**src/design/shsa_pkg.sv**
```systemverilog
// Shared types, codes and constants of the salted handle slot allocator.
package shsa_pkg;

  localparam int MaxSlots   = 16;
  localparam int SlotIdxW   = 4;
  localparam int SlotCountDefault = 16;
  localparam logic [15:0] BlobBytes = 16'd48;

  localparam logic [31:0] SaltSeed     = 32'hA5A5_A5A5;
  localparam logic [31:0] RerollXor    = 32'hDEAD_BEEF;
  localparam logic [31:0] HandleTopBit = 32'h8000_0000;

  typedef enum logic [1:0] {
    CMD_CLEAR   = 2'd0,
    CMD_SEAL    = 2'd1,
    CMD_RESOLVE = 2'd2
  } cmd_code_t;

  typedef enum logic [1:0] {
    MAC_AUTHENTIC = 2'd0,
    MAC_MISMATCH  = 2'd1,
    MAC_NO_KEY    = 2'd2
  } mac_code_t;

  typedef enum logic [2:0] {
    ST_OK         = 3'd0,
    ST_BAD_SIZE   = 3'd1,
    ST_MAC_BAD    = 3'd2,
    ST_NO_KEY     = 3'd3,
    ST_FULL       = 3'd4,
    ST_STORE_FAIL = 3'd5,
    ST_NOT_FOUND  = 3'd6
  } status_code_t;

  typedef struct packed {
    logic [1:0]  command;
    logic [15:0] blob_length;
    logic [1:0]  mac_verdict;
    logic        store_ok;
    logic [31:0] handle_in;
  } shsa_req_t;

  typedef struct packed {
    logic [2:0]  status;
    logic [31:0] handle_out;
    logic [3:0]  slot_out;
  } shsa_rsp_t;

  // Controller to datapath strobes.
  typedef struct packed {
    logic capture;
    logic lookup;
    logic commit;
  } shsa_ctl_t;

  function automatic logic [31:0] rotl13(input logic [31:0] v);
    return {v[18:0], v[31:19]};
  endfunction

  function automatic logic [31:0] rotl7(input logic [31:0] v);
    return {v[24:0], v[31:25]};
  endfunction

endpackage

```
**src/design/salted_handle_slot_allocator.sv**
```systemverilog
// Top level of the salted handle slot allocator.
//
//   channel | valid     | stall     | payload
//   --------+-----------+-----------+-----------------------------------------
//   request | cmd_valid | cmd_stall | cmd: command, blob_length, mac_verdict,
//           |           |           |      store_ok, handle_in
//   result  | rsp_valid | rsp_stall | rsp: status, handle_out, slot_out
//
// One request at a time: transfer in, slot search and handle match in the lookup
// state, update of bitmap and salt and load of the result register in the commit
// state, then the result is offered. A stalled result holds off the next transfer
// in. Reset empties the bitmap and loads the salt seed; no request is taken while
// a result waits.
module salted_handle_slot_allocator
  import shsa_pkg::*;
#(
  parameter int SLOT_COUNT = SlotCountDefault
) (
  input  logic      clk,
  input  logic      rst,
  input  logic      cmd_valid,
  output logic      cmd_stall,
  input  shsa_req_t cmd,
  output logic      rsp_valid,
  input  logic      rsp_stall,
  output shsa_rsp_t rsp
);

  shsa_ctl_t ctl;

  shsa_ctrl u_ctrl (
    .clk       (clk),
    .rst       (rst),
    .cmd_valid (cmd_valid),
    .cmd_stall (cmd_stall),
    .rsp_valid (rsp_valid),
    .rsp_stall (rsp_stall),
    .ctl       (ctl)
  );

  shsa_datapath #(
    .SLOT_COUNT (SLOT_COUNT)
  ) u_datapath (
    .clk (clk),
    .rst (rst),
    .ctl (ctl),
    .req (cmd),
    .rsp (rsp)
  );

endmodule

```
**src/design/shsa_ctrl.sv**
```systemverilog
// Sequencing state machine of the slot allocator: handshakes and step strobes.
module shsa_ctrl
  import shsa_pkg::*;
(
  input  logic      clk,
  input  logic      rst,
  input  logic      cmd_valid,
  output logic      cmd_stall,
  output logic      rsp_valid,
  input  logic      rsp_stall,
  output shsa_ctl_t ctl
);

  typedef enum logic [3:0] {
    S_IDLE    = 4'b0001,
    S_LOOKUP  = 4'b0010,
    S_COMMIT  = 4'b0100,
    S_RESPOND = 4'b1000
  } state_t;

  state_t state, state_next;

  always_ff @(posedge clk) begin
    if (rst) begin
      state <= S_IDLE;
    end else begin
      state <= state_next;
    end
  end

  always_comb begin
    state_next = state;
    unique case (state)
      S_IDLE:    if (cmd_valid) state_next = S_LOOKUP;
      S_LOOKUP:  state_next = S_COMMIT;
      S_COMMIT:  state_next = S_RESPOND;
      S_RESPOND: if (!rsp_stall) state_next = S_IDLE;
      default:   state_next = S_IDLE;
    endcase
  end

  assign cmd_stall   = (state != S_IDLE);
  assign rsp_valid   = (state == S_RESPOND);
  assign ctl.capture = (state == S_IDLE) && cmd_valid;
  assign ctl.lookup  = (state == S_LOOKUP);
  assign ctl.commit  = (state == S_COMMIT);

endmodule

```
**src/design/shsa_datapath.sv**
```systemverilog
// Datapath of the slot allocator: bitmap, salt, slot search and result register.
module shsa_datapath
  import shsa_pkg::*;
#(
  parameter int SLOT_COUNT = SlotCountDefault
) (
  input  logic      clk,
  input  logic      rst,
  input  shsa_ctl_t ctl,
  input  shsa_req_t req,
  output shsa_rsp_t rsp
);

  shsa_req_t             item;
  logic [SLOT_COUNT-1:0] used, used_next;
  logic [31:0]           salt, salt_next;
  logic                  free_found, free_found_q;
  logic [SlotIdxW-1:0]   free_idx, free_idx_q;
  logic                  hit, hit_q;
  logic [SlotIdxW-1:0]   hit_slot, hit_slot_q;
  logic [31:0]           salt_key;
  logic [MaxSlots-1:0]   used_ext;
  logic [31:0]           reroll;
  shsa_rsp_t             rsp_next;

  // Lowest free slot.
  always_comb begin
    free_found = 1'b0;
    free_idx   = '0;
    for (int i = SLOT_COUNT - 1; i >= 0; i--) begin
      if (!used[i]) begin
        free_found = 1'b1;
        free_idx   = SlotIdxW'(i);
      end
    end
  end

  // A handle names exactly one slot: undo the salt on the low bits, check the rest.
  assign salt_key = rotl13(salt);
  assign used_ext = MaxSlots'(used);
  assign hit_slot = item.handle_in[SlotIdxW-1:0] ^ salt_key[SlotIdxW-1:0];
  assign hit      = item.handle_in[31]
                 && (item.handle_in[30:SlotIdxW] == salt_key[30:SlotIdxW])
                 && used_ext[hit_slot];

  assign reroll = rotl7(salt) ^ RerollXor;

  always_comb begin
    used_next = used;
    salt_next = salt;
    rsp_next  = '0;
    rsp_next.status = ST_OK;
    unique case (item.command)
      CMD_CLEAR: begin
        used_next = '0;
        salt_next = (reroll == '0) ? SaltSeed : reroll;
      end
      CMD_SEAL: begin
        priority if (item.blob_length != BlobBytes) begin
          rsp_next.status = ST_BAD_SIZE;
        end else if (item.mac_verdict == MAC_NO_KEY) begin
          rsp_next.status = ST_NO_KEY;
        end else if (item.mac_verdict != MAC_AUTHENTIC) begin
          rsp_next.status = ST_MAC_BAD;
        end else if (!free_found_q) begin
          rsp_next.status = ST_FULL;
        end else if (!item.store_ok) begin
          rsp_next.status   = ST_STORE_FAIL;
          rsp_next.slot_out = free_idx_q;
        end else begin
          used_next[free_idx_q] = 1'b1;
          rsp_next.handle_out = (32'(free_idx_q) ^ salt_key) | HandleTopBit;
          rsp_next.slot_out   = free_idx_q;
        end
      end
      CMD_RESOLVE: begin
        if (hit_q) begin
          rsp_next.slot_out = hit_slot_q;
        end else begin
          rsp_next.status = ST_NOT_FOUND;
        end
      end
      default: ;
    endcase
  end

  always_ff @(posedge clk) begin
    if (rst) begin
      used <= '0;
      salt <= SaltSeed;
    end else if (ctl.commit) begin
      used <= used_next;
      salt <= salt_next;
    end
  end

  always_ff @(posedge clk) begin
    if (ctl.capture) begin
      item <= req;
    end
    if (ctl.lookup) begin
      free_found_q <= free_found;
      free_idx_q   <= free_idx;
      hit_q        <= hit;
      hit_slot_q   <= hit_slot;
    end
    if (ctl.commit) begin
      rsp <= rsp_next;
    end
  end

endmodule

```
**config.mk**
```make
export PLATFORM = sky130hd
export DESIGN_NAME = salted_handle_slot_allocator
export DESIGN_NICKNAME = d
export VERILOG_FILES = /design/src/design/shsa_pkg.sv /design/src/design/salted_handle_slot_allocator.sv /design/src/design/shsa_ctrl.sv /design/src/design/shsa_datapath.sv
export SDC_FILE = /design/constraint.sdc
export NUM_CORES = 1
export LEC_CHECK = 0
export ABC_AREA = 1
export BUFFER_PORTS_ARGS = -buffer_cell sky130_fd_sc_hd__buf_2
export CAP_MARGIN = 20
export CORE_ASPECT_RATIO = 0.75
export CORE_MARGIN = 3
export CORE_UTILIZATION = 55
export CTS_CLUSTER_DIAMETER = 100
export DETAILED_ROUTE_END_ITERATION = 7
export HOLD_SLACK_MARGIN = 0.15
export PLACE_DENSITY = 0.78
export SKIP_CTS_REPAIR_TIMING = 1
export SYNTH_ARGS = -nofsm -noshare
export SYNTH_HDL_FRONTEND = slang
export SYNTH_SLANG_ARGS = --single-unit
```
**constraint.sdc**
```tcl
create_clock -name clk -period 6 [get_ports clk]
set_input_delay 0.3 -clock clk [delete_from_list [all_inputs] [get_ports clk]]
set_output_delay 0.3 -clock clk [all_outputs]
set_load 0.02 [all_outputs]
```
After elaboration in Yosys (flattened, before gate mapping)
Index checks and enable logic that the tools add are counted.
{ "totals": {"inputBits": 57, "ff_bits": 154, "out_inout_bits": 41, "word_cells": 107} }
{ "op_classes": {"eq_ne": 17, "n_reduce_logical": 17, "n_bitwise": 7, "muxes": 44, "order_cmp": 3} }
{ "op_table": {"columns": ["op", "count"], "rows": [
  ["16-bit two-way mux", 5],
  ["32-bit two-way mux", 2],
  ["4-bit two-way mux", 15],
  ["32-bit logical NOT", 1],
  ["16-bit case mux with 2 select lines", 1],
  ["4-bit by 31-bit bitwise XOR with 31-bit output", 1],
  ["3-bit two-way mux", 10],
  ["27-bit equality test", 1],
  ["24-bit NOT", 1],
  ["16-bit by 6-bit inequality test with 1-bit output, second input constant", 1],
  ["16-bit bitwise OR", 1],
  ["4-bit case mux with 4 select lines", 1],
  ["15-bit AND reduction", 1],
  ["4-bit by 5-bit < comparator with 1-bit output, second input constant", 2],
  ["2-bit inequality test, second input constant", 5],
  ["4-bit case mux with 2 select lines", 1],
  ["8-bit AND reduction", 1],
  ["7-bit AND reduction", 1],
  ["3-bit case mux with 2 select lines", 1],
  ["2-bit AND reduction", 3],
  ["6-bit OR reduction", 1],
  ["5-bit OR reduction", 1],
  ["1-bit binary-select mux with 4-bit select", 1],
  ["1-bit demux with 4-bit select", 1],
  ["other kinds (17)", 29]
]} }

Logic depth before layout (Yosys ltp)
{ "logic_depth": {"word_depth": 15, "depth_mapped": 15, "depth_no_buf": 15} }

By module
Synthesis repeated with hierarchy kept, for this count alone.
{ "hier_totals": {"cells_unflattened": 600, "area_unflattened_um2": 6352.3} }
{ "modules_own_cells": {"columns": ["module", "area_each_um2", "instances", "cells_per_inst"], "rows": [
  ["shsa_datapath", 6125.9, 1, 562],
  ["shsa_ctrl", 226.5, 1, 38]
]} }

Least setup slack after synthesis
OpenSTA, ideal clock, no wires.
{ "synth_path": {"kind": "flip-flop to flip-flop", "startpoint": "register u_ctrl.state[3]", "endpoint": "register u_datapath.item[0] (netlist bit) (enable)", "arrival_time_ns": 3.173, "required_time_ns": 5.536, "setup_slack_ns": 2.363, "path_stages_with_launch": 6, "path_cell_list": "dfxtp_1 > nor2_1 > inv_1 > nor3_1 > inv_1 > nor2_1"} }
{ "synth_rtl": {"columns": ["item", "line", "rtl"], "rows": [
  ["start, declared", "shsa_ctrl.sv:21", "state_t state, state_next;"],
  ["start signal, assigned", "shsa_ctrl.sv:27", "state <= state_next;"],
  ["end signal, assigned", "shsa_datapath.sv:99", "item <= req;"],
  ["end, declared", "shsa_datapath.sv:14", "shsa_req_t item;"]
]} }

Worst setup path in the final report
{ "layout_path": {"startpoint": "register u_ctrl.state[1]", "endpoint": "register u_datapath.salt[13]"} }
{ "layout_between": {"elab_chain_len": 2} }
{ "layout_lines": {"columns": ["item", "line", "rtl"], "rows": [
  ["4-bit by 3-bit equality test with 1-bit output", "shsa_ctrl.sv:46", "assign ctl.commit = (state == S_COMMIT);"],
  ["2-bit AND reduction (no line)", null, null],
  ["end signal, assigned", "shsa_datapath.sv:90", "salt <= SaltSeed;"],
  ["end signal, assigned", "shsa_datapath.sv:93", "salt <= salt_next;"],
  ["end, declared", "shsa_datapath.sv:16", "logic [31:0] salt, salt_next;"]
]} }
No other way between the ends.
A chain may end at the register's enable or synchronous reset.

==> qor.yml <==
sta:
  rsz0062_at_grt: "false"
  worst_pin_slew_ns: 1.01
  post-route-period-util_pct: 36.5
  final-setup-viol-count: 0
  slew_violations: 0
  hold_violations: 0
  relSlewSlack_pct: 32.9
  period_minus_slack_ns: 2.19
  fin_worst_skew_ns: 0.00895
  max_freq_mhz: 457
  tns_ns: 0
cts:
  clock-sinks: 154
  cts_root_buffer: "clkbuf_16"
  clkSlewWorstSetupHoldPaths_ns: 0.06
  cts_tree: "done"
  cts-htree-levels: 4
  clk_latency_ns: 0.42
  cts_buffer_depth: 2
  numCtsBuffers: 17
worst_setup_path:
  worst_setup_path_end_kind: "flop"
  worst_ep_arrival_time_ns: 2.43
  start_kind: "flop"
  path_max_fanout: 49
  crit-reg2reg-capture: "u_datapath.salt[13]$_SDFFE_PP1P_"
  required_ns: 6.24
  r2r_slack_ns: 3.81
  r2r_start: "u_ctrl.state[1]$_SDFFE_PP0P_"
  crit_type: "flop to flop"
  worstRegToRegCells: 8
grt:
  grt_first_pass_wirelength_mm: 22.3
  grt_antenna_before_repair: 0
  grt_pass1_vias: 4454
  grt_use_total_pct: 22.8
  grt_overflow: 0
  grt_max_degree: 50
die:
  die_w_um: 129
  core_um2: 10700
  initial_core_util_pct: 58.3
  die_h_um: 98
  ioPinCount: 98
  fp.dieArea_um2: 12600
  fp-row-count: 32
placement:
  port_buffers: 97
  dp_hpwl_mm: 9.87
  gp_congestion: 0.936
drt:
  wl_per_cell_um: 17.6
  via_per_inst: 5.60
  totalWireLength_mm: 15.5
  wl_met1_mm: 6.52
  dr.max_layer_used: "met4"
  wl_met3_mm: 1.73
  wl_met2_mm: 6.99
  drc_errors: 0
  dr_total_vias: 4930
  firstDrtPassIters: 6
  first_iter_violations: 543
  ant_nets: 0
layout:
  num_antenna_cells: 0
  fillers: 688
  post-route-util_pct: 74.6
  area_growth_pct: 28.0
  finalNetCount: 792
  drive_above_1_share_pct: 20.8
yosys:
  yosysUniqueCellTypes: 41
  synth_ff_type: "edfxtp_1"
  synth-seq-area-share_pct: 66.1
  synthesis.nets: 635
  netlist_area_um2: 6210
  synth_top_family_by_area: "simple AND/OR/NAND/NOR gates"
  async_reset_ff_share_pct: 0
  synthAdderAreaFrac_pct: 0.605
  synthMuxAreaShare_pct: 0
  synth_top_area_share_pct: 49.3
  ys_seq_elements: 154
  synth.largest_area_cell: "edfxtp_1"
  synth-xor-area-share_pct: 2.22
  syn_area_per_cell_um2: 10.8
  synthCells: 575
  synth_edf_count: 102
  synth_area_leaders: "edfxtp_1 (49%), dfxtp_1 (17%), nand2_1 (5.1%)"
  synth_compound_area_share_pct: 10.7
  synthSimpleGateAreaFrac_pct: 14.5
  yosysWarnings: 0
worst_hold_path:
  min_to: "u_ctrl.state[3]$_SDFFE_PP0P_"
  hp-start: "rsp_stall"
  worstHoldPathType: "input port to flop"
  hold_path_depth: 3
run:
  maxCapViolations: 0
pwr:
  p_leak_nw: 3.19
  ir_worst_vdd_mv: 0.210
  powerDensity_nw_per_um2: 301
outcome:
  outcome: "completed"
==> flip-flops by register name (all words and copies together), names as in the netlist <==
register and count:
u_ctrl.state 4, u_datapath.free_found_q 1, u_datapath.free_idx_q 4, u_datapath.hit_q 1, u_datapath.hit_slot_q 4, u_datapath.item 53, u_datapath.rsp 39, u_datapath.salt 32
u_datapath.used 16
==> worst max-delay path by stage <==
| stage | startpoint | end | slack, ns |
|---|---|---|---|
| 5_1_grt | u_ctrl.state[1]$_SDFFE_PP0P_ | u_datapath.used[10]$_SDFFE_PP0P_ | 3.66 |
| 3_5_place_dp | u_datapath.item[52]$_DFFE_PP_ | u_datapath.rsp[6]$_SDFFCE_PP0P_ | 3.65 |
| 4_1_cts | u_datapath.item[52]$_DFFE_PP_ | u_datapath.rsp[6]$_SDFFCE_PP0P_ | 3.62 |
| 6_report | u_ctrl.state[1]$_SDFFE_PP0P_ | u_datapath.salt[13]$_SDFFE_PP1P_ | 3.81 |
| 3_3_place_gp | u_datapath.item[52]$_DFFE_PP_ | u_datapath.rsp[4]$_SDFFCE_PP0P_ | 3.78 |
| 2_1_floorplan | u_ctrl.state[3]$_SDFFE_PP0P_ | u_datapath.item[0]$_DFFE_PP_ | 2.36 |
==> area by class of cell <==
| cell class | instances | area [um2] | area share, % |
|---|---|---|---|
| well taps | 136 | 170 | 2.14 |
| repair buffers | 154 | 1070 | 13.4 |
| multi-input cells | 334 | 1750 | 22.0 |
| clock inverters | 15 | 166 | 2.09 |
| flip-flops and latches | 154 | 4100 | 51.6 |
| inverters | 71 | 267 | 3.35 |
| clock buffers | 17 | 425 | 5.35 |
==> where the power goes <==
group	internal, mW	switching [mW]	leakage [nW]
sequential	1.17	0.0187	1.43
clock	0.620	0.450	0.281
combinational	0.0598	0.0710	1.48
total	1.85	0.539	3.19
==> metal layers <==
layer | vias to the layer above | GRT usage, %
li1 | 2314 | -
met1 | 2303 | 34.1
met2 | 282 | 31.3
met3 | 31 | 6.89
met4 | 0 | 9.20
met5 | - | 0
==> critical path: stages (launching register included) <==
cell and delay (ns):
dfxtp_1 0.33, nor2_1 0.14, inv_2 0.06, nor3_4 0.15, nand2_2 0.09, inv_2 0.55, nand2_4 0.26, o22ai_1 0.27
nand2_1 0.15
==> cell usage after synthesis, types with 8 or more instances <==
master	instances
a21oi_1	41
dfxtp_1	52
edfxtp_1	102
inv_1	65
nand2_1	84
nand3_1	28
nor2_1	64
nor3_1	8
o21ai_0	19
o22ai_1	22
xnor2_1	8
==> cells by family (layout without fill, tap and decap cells) <==
kind of cell | after synthesis | in the layout
and+or+nand+nor | 207 | 207
DFF | 154 | 154
AOI/OAI and AO/OA | 110 | 110
buffers and inverters | 87 | 257
xor gates and xnor gates | 14 | 14
adders and majority gates | 3 | 3
==> stage by stage <==
step / power [mW] / area, um2 / worst slack [ns] / hold WS (ns) / cells
3_5_place_dp: 1.31 / 6790 / 3.65 / 0.459 / 794
2_1_floorplan: 1.27 / 6210 / 2.36 / 0.369 / 575
3_3_place_gp: 1.30 / 6790 / 3.78 / 0.442 / 794
4_1_cts: 2.36 / 7380 / 3.62 / 0.0408 / 826
6_report: 2.39 / 7950 / 3.81 / 0.186 / 881
5_1_grt: 2.46 / 7950 / 3.66 / 0.189 / 881
==> cells in the final DEF (no fill, tap or decap), types with 4 or more instances in the layout <==
master         Yosys  layout
xor2_1             4       4
inv_6              0       5
nor2_1            64      63
nand2_1           84      84
inv_2              6       6
nor4_1             5       5
clkbuf_16          0      17
nand4_1            7       7
o211ai_1           7       7
dlygate4sd3_1      0      54
a22o_1             4       4
o21ai_0           19      19
nor3_1             8       8
a21oi_1           41      41
dfxtp_1           52      52
a31oi_1            4       4
nand3_1           28      28
inv_1             65      65
edfxtp_1         102     102
xnor2_1            8       8
o22ai_1           22      22
clkinv_4           0       4
buf_2              4      97
(Power assumes the default switching activity.)
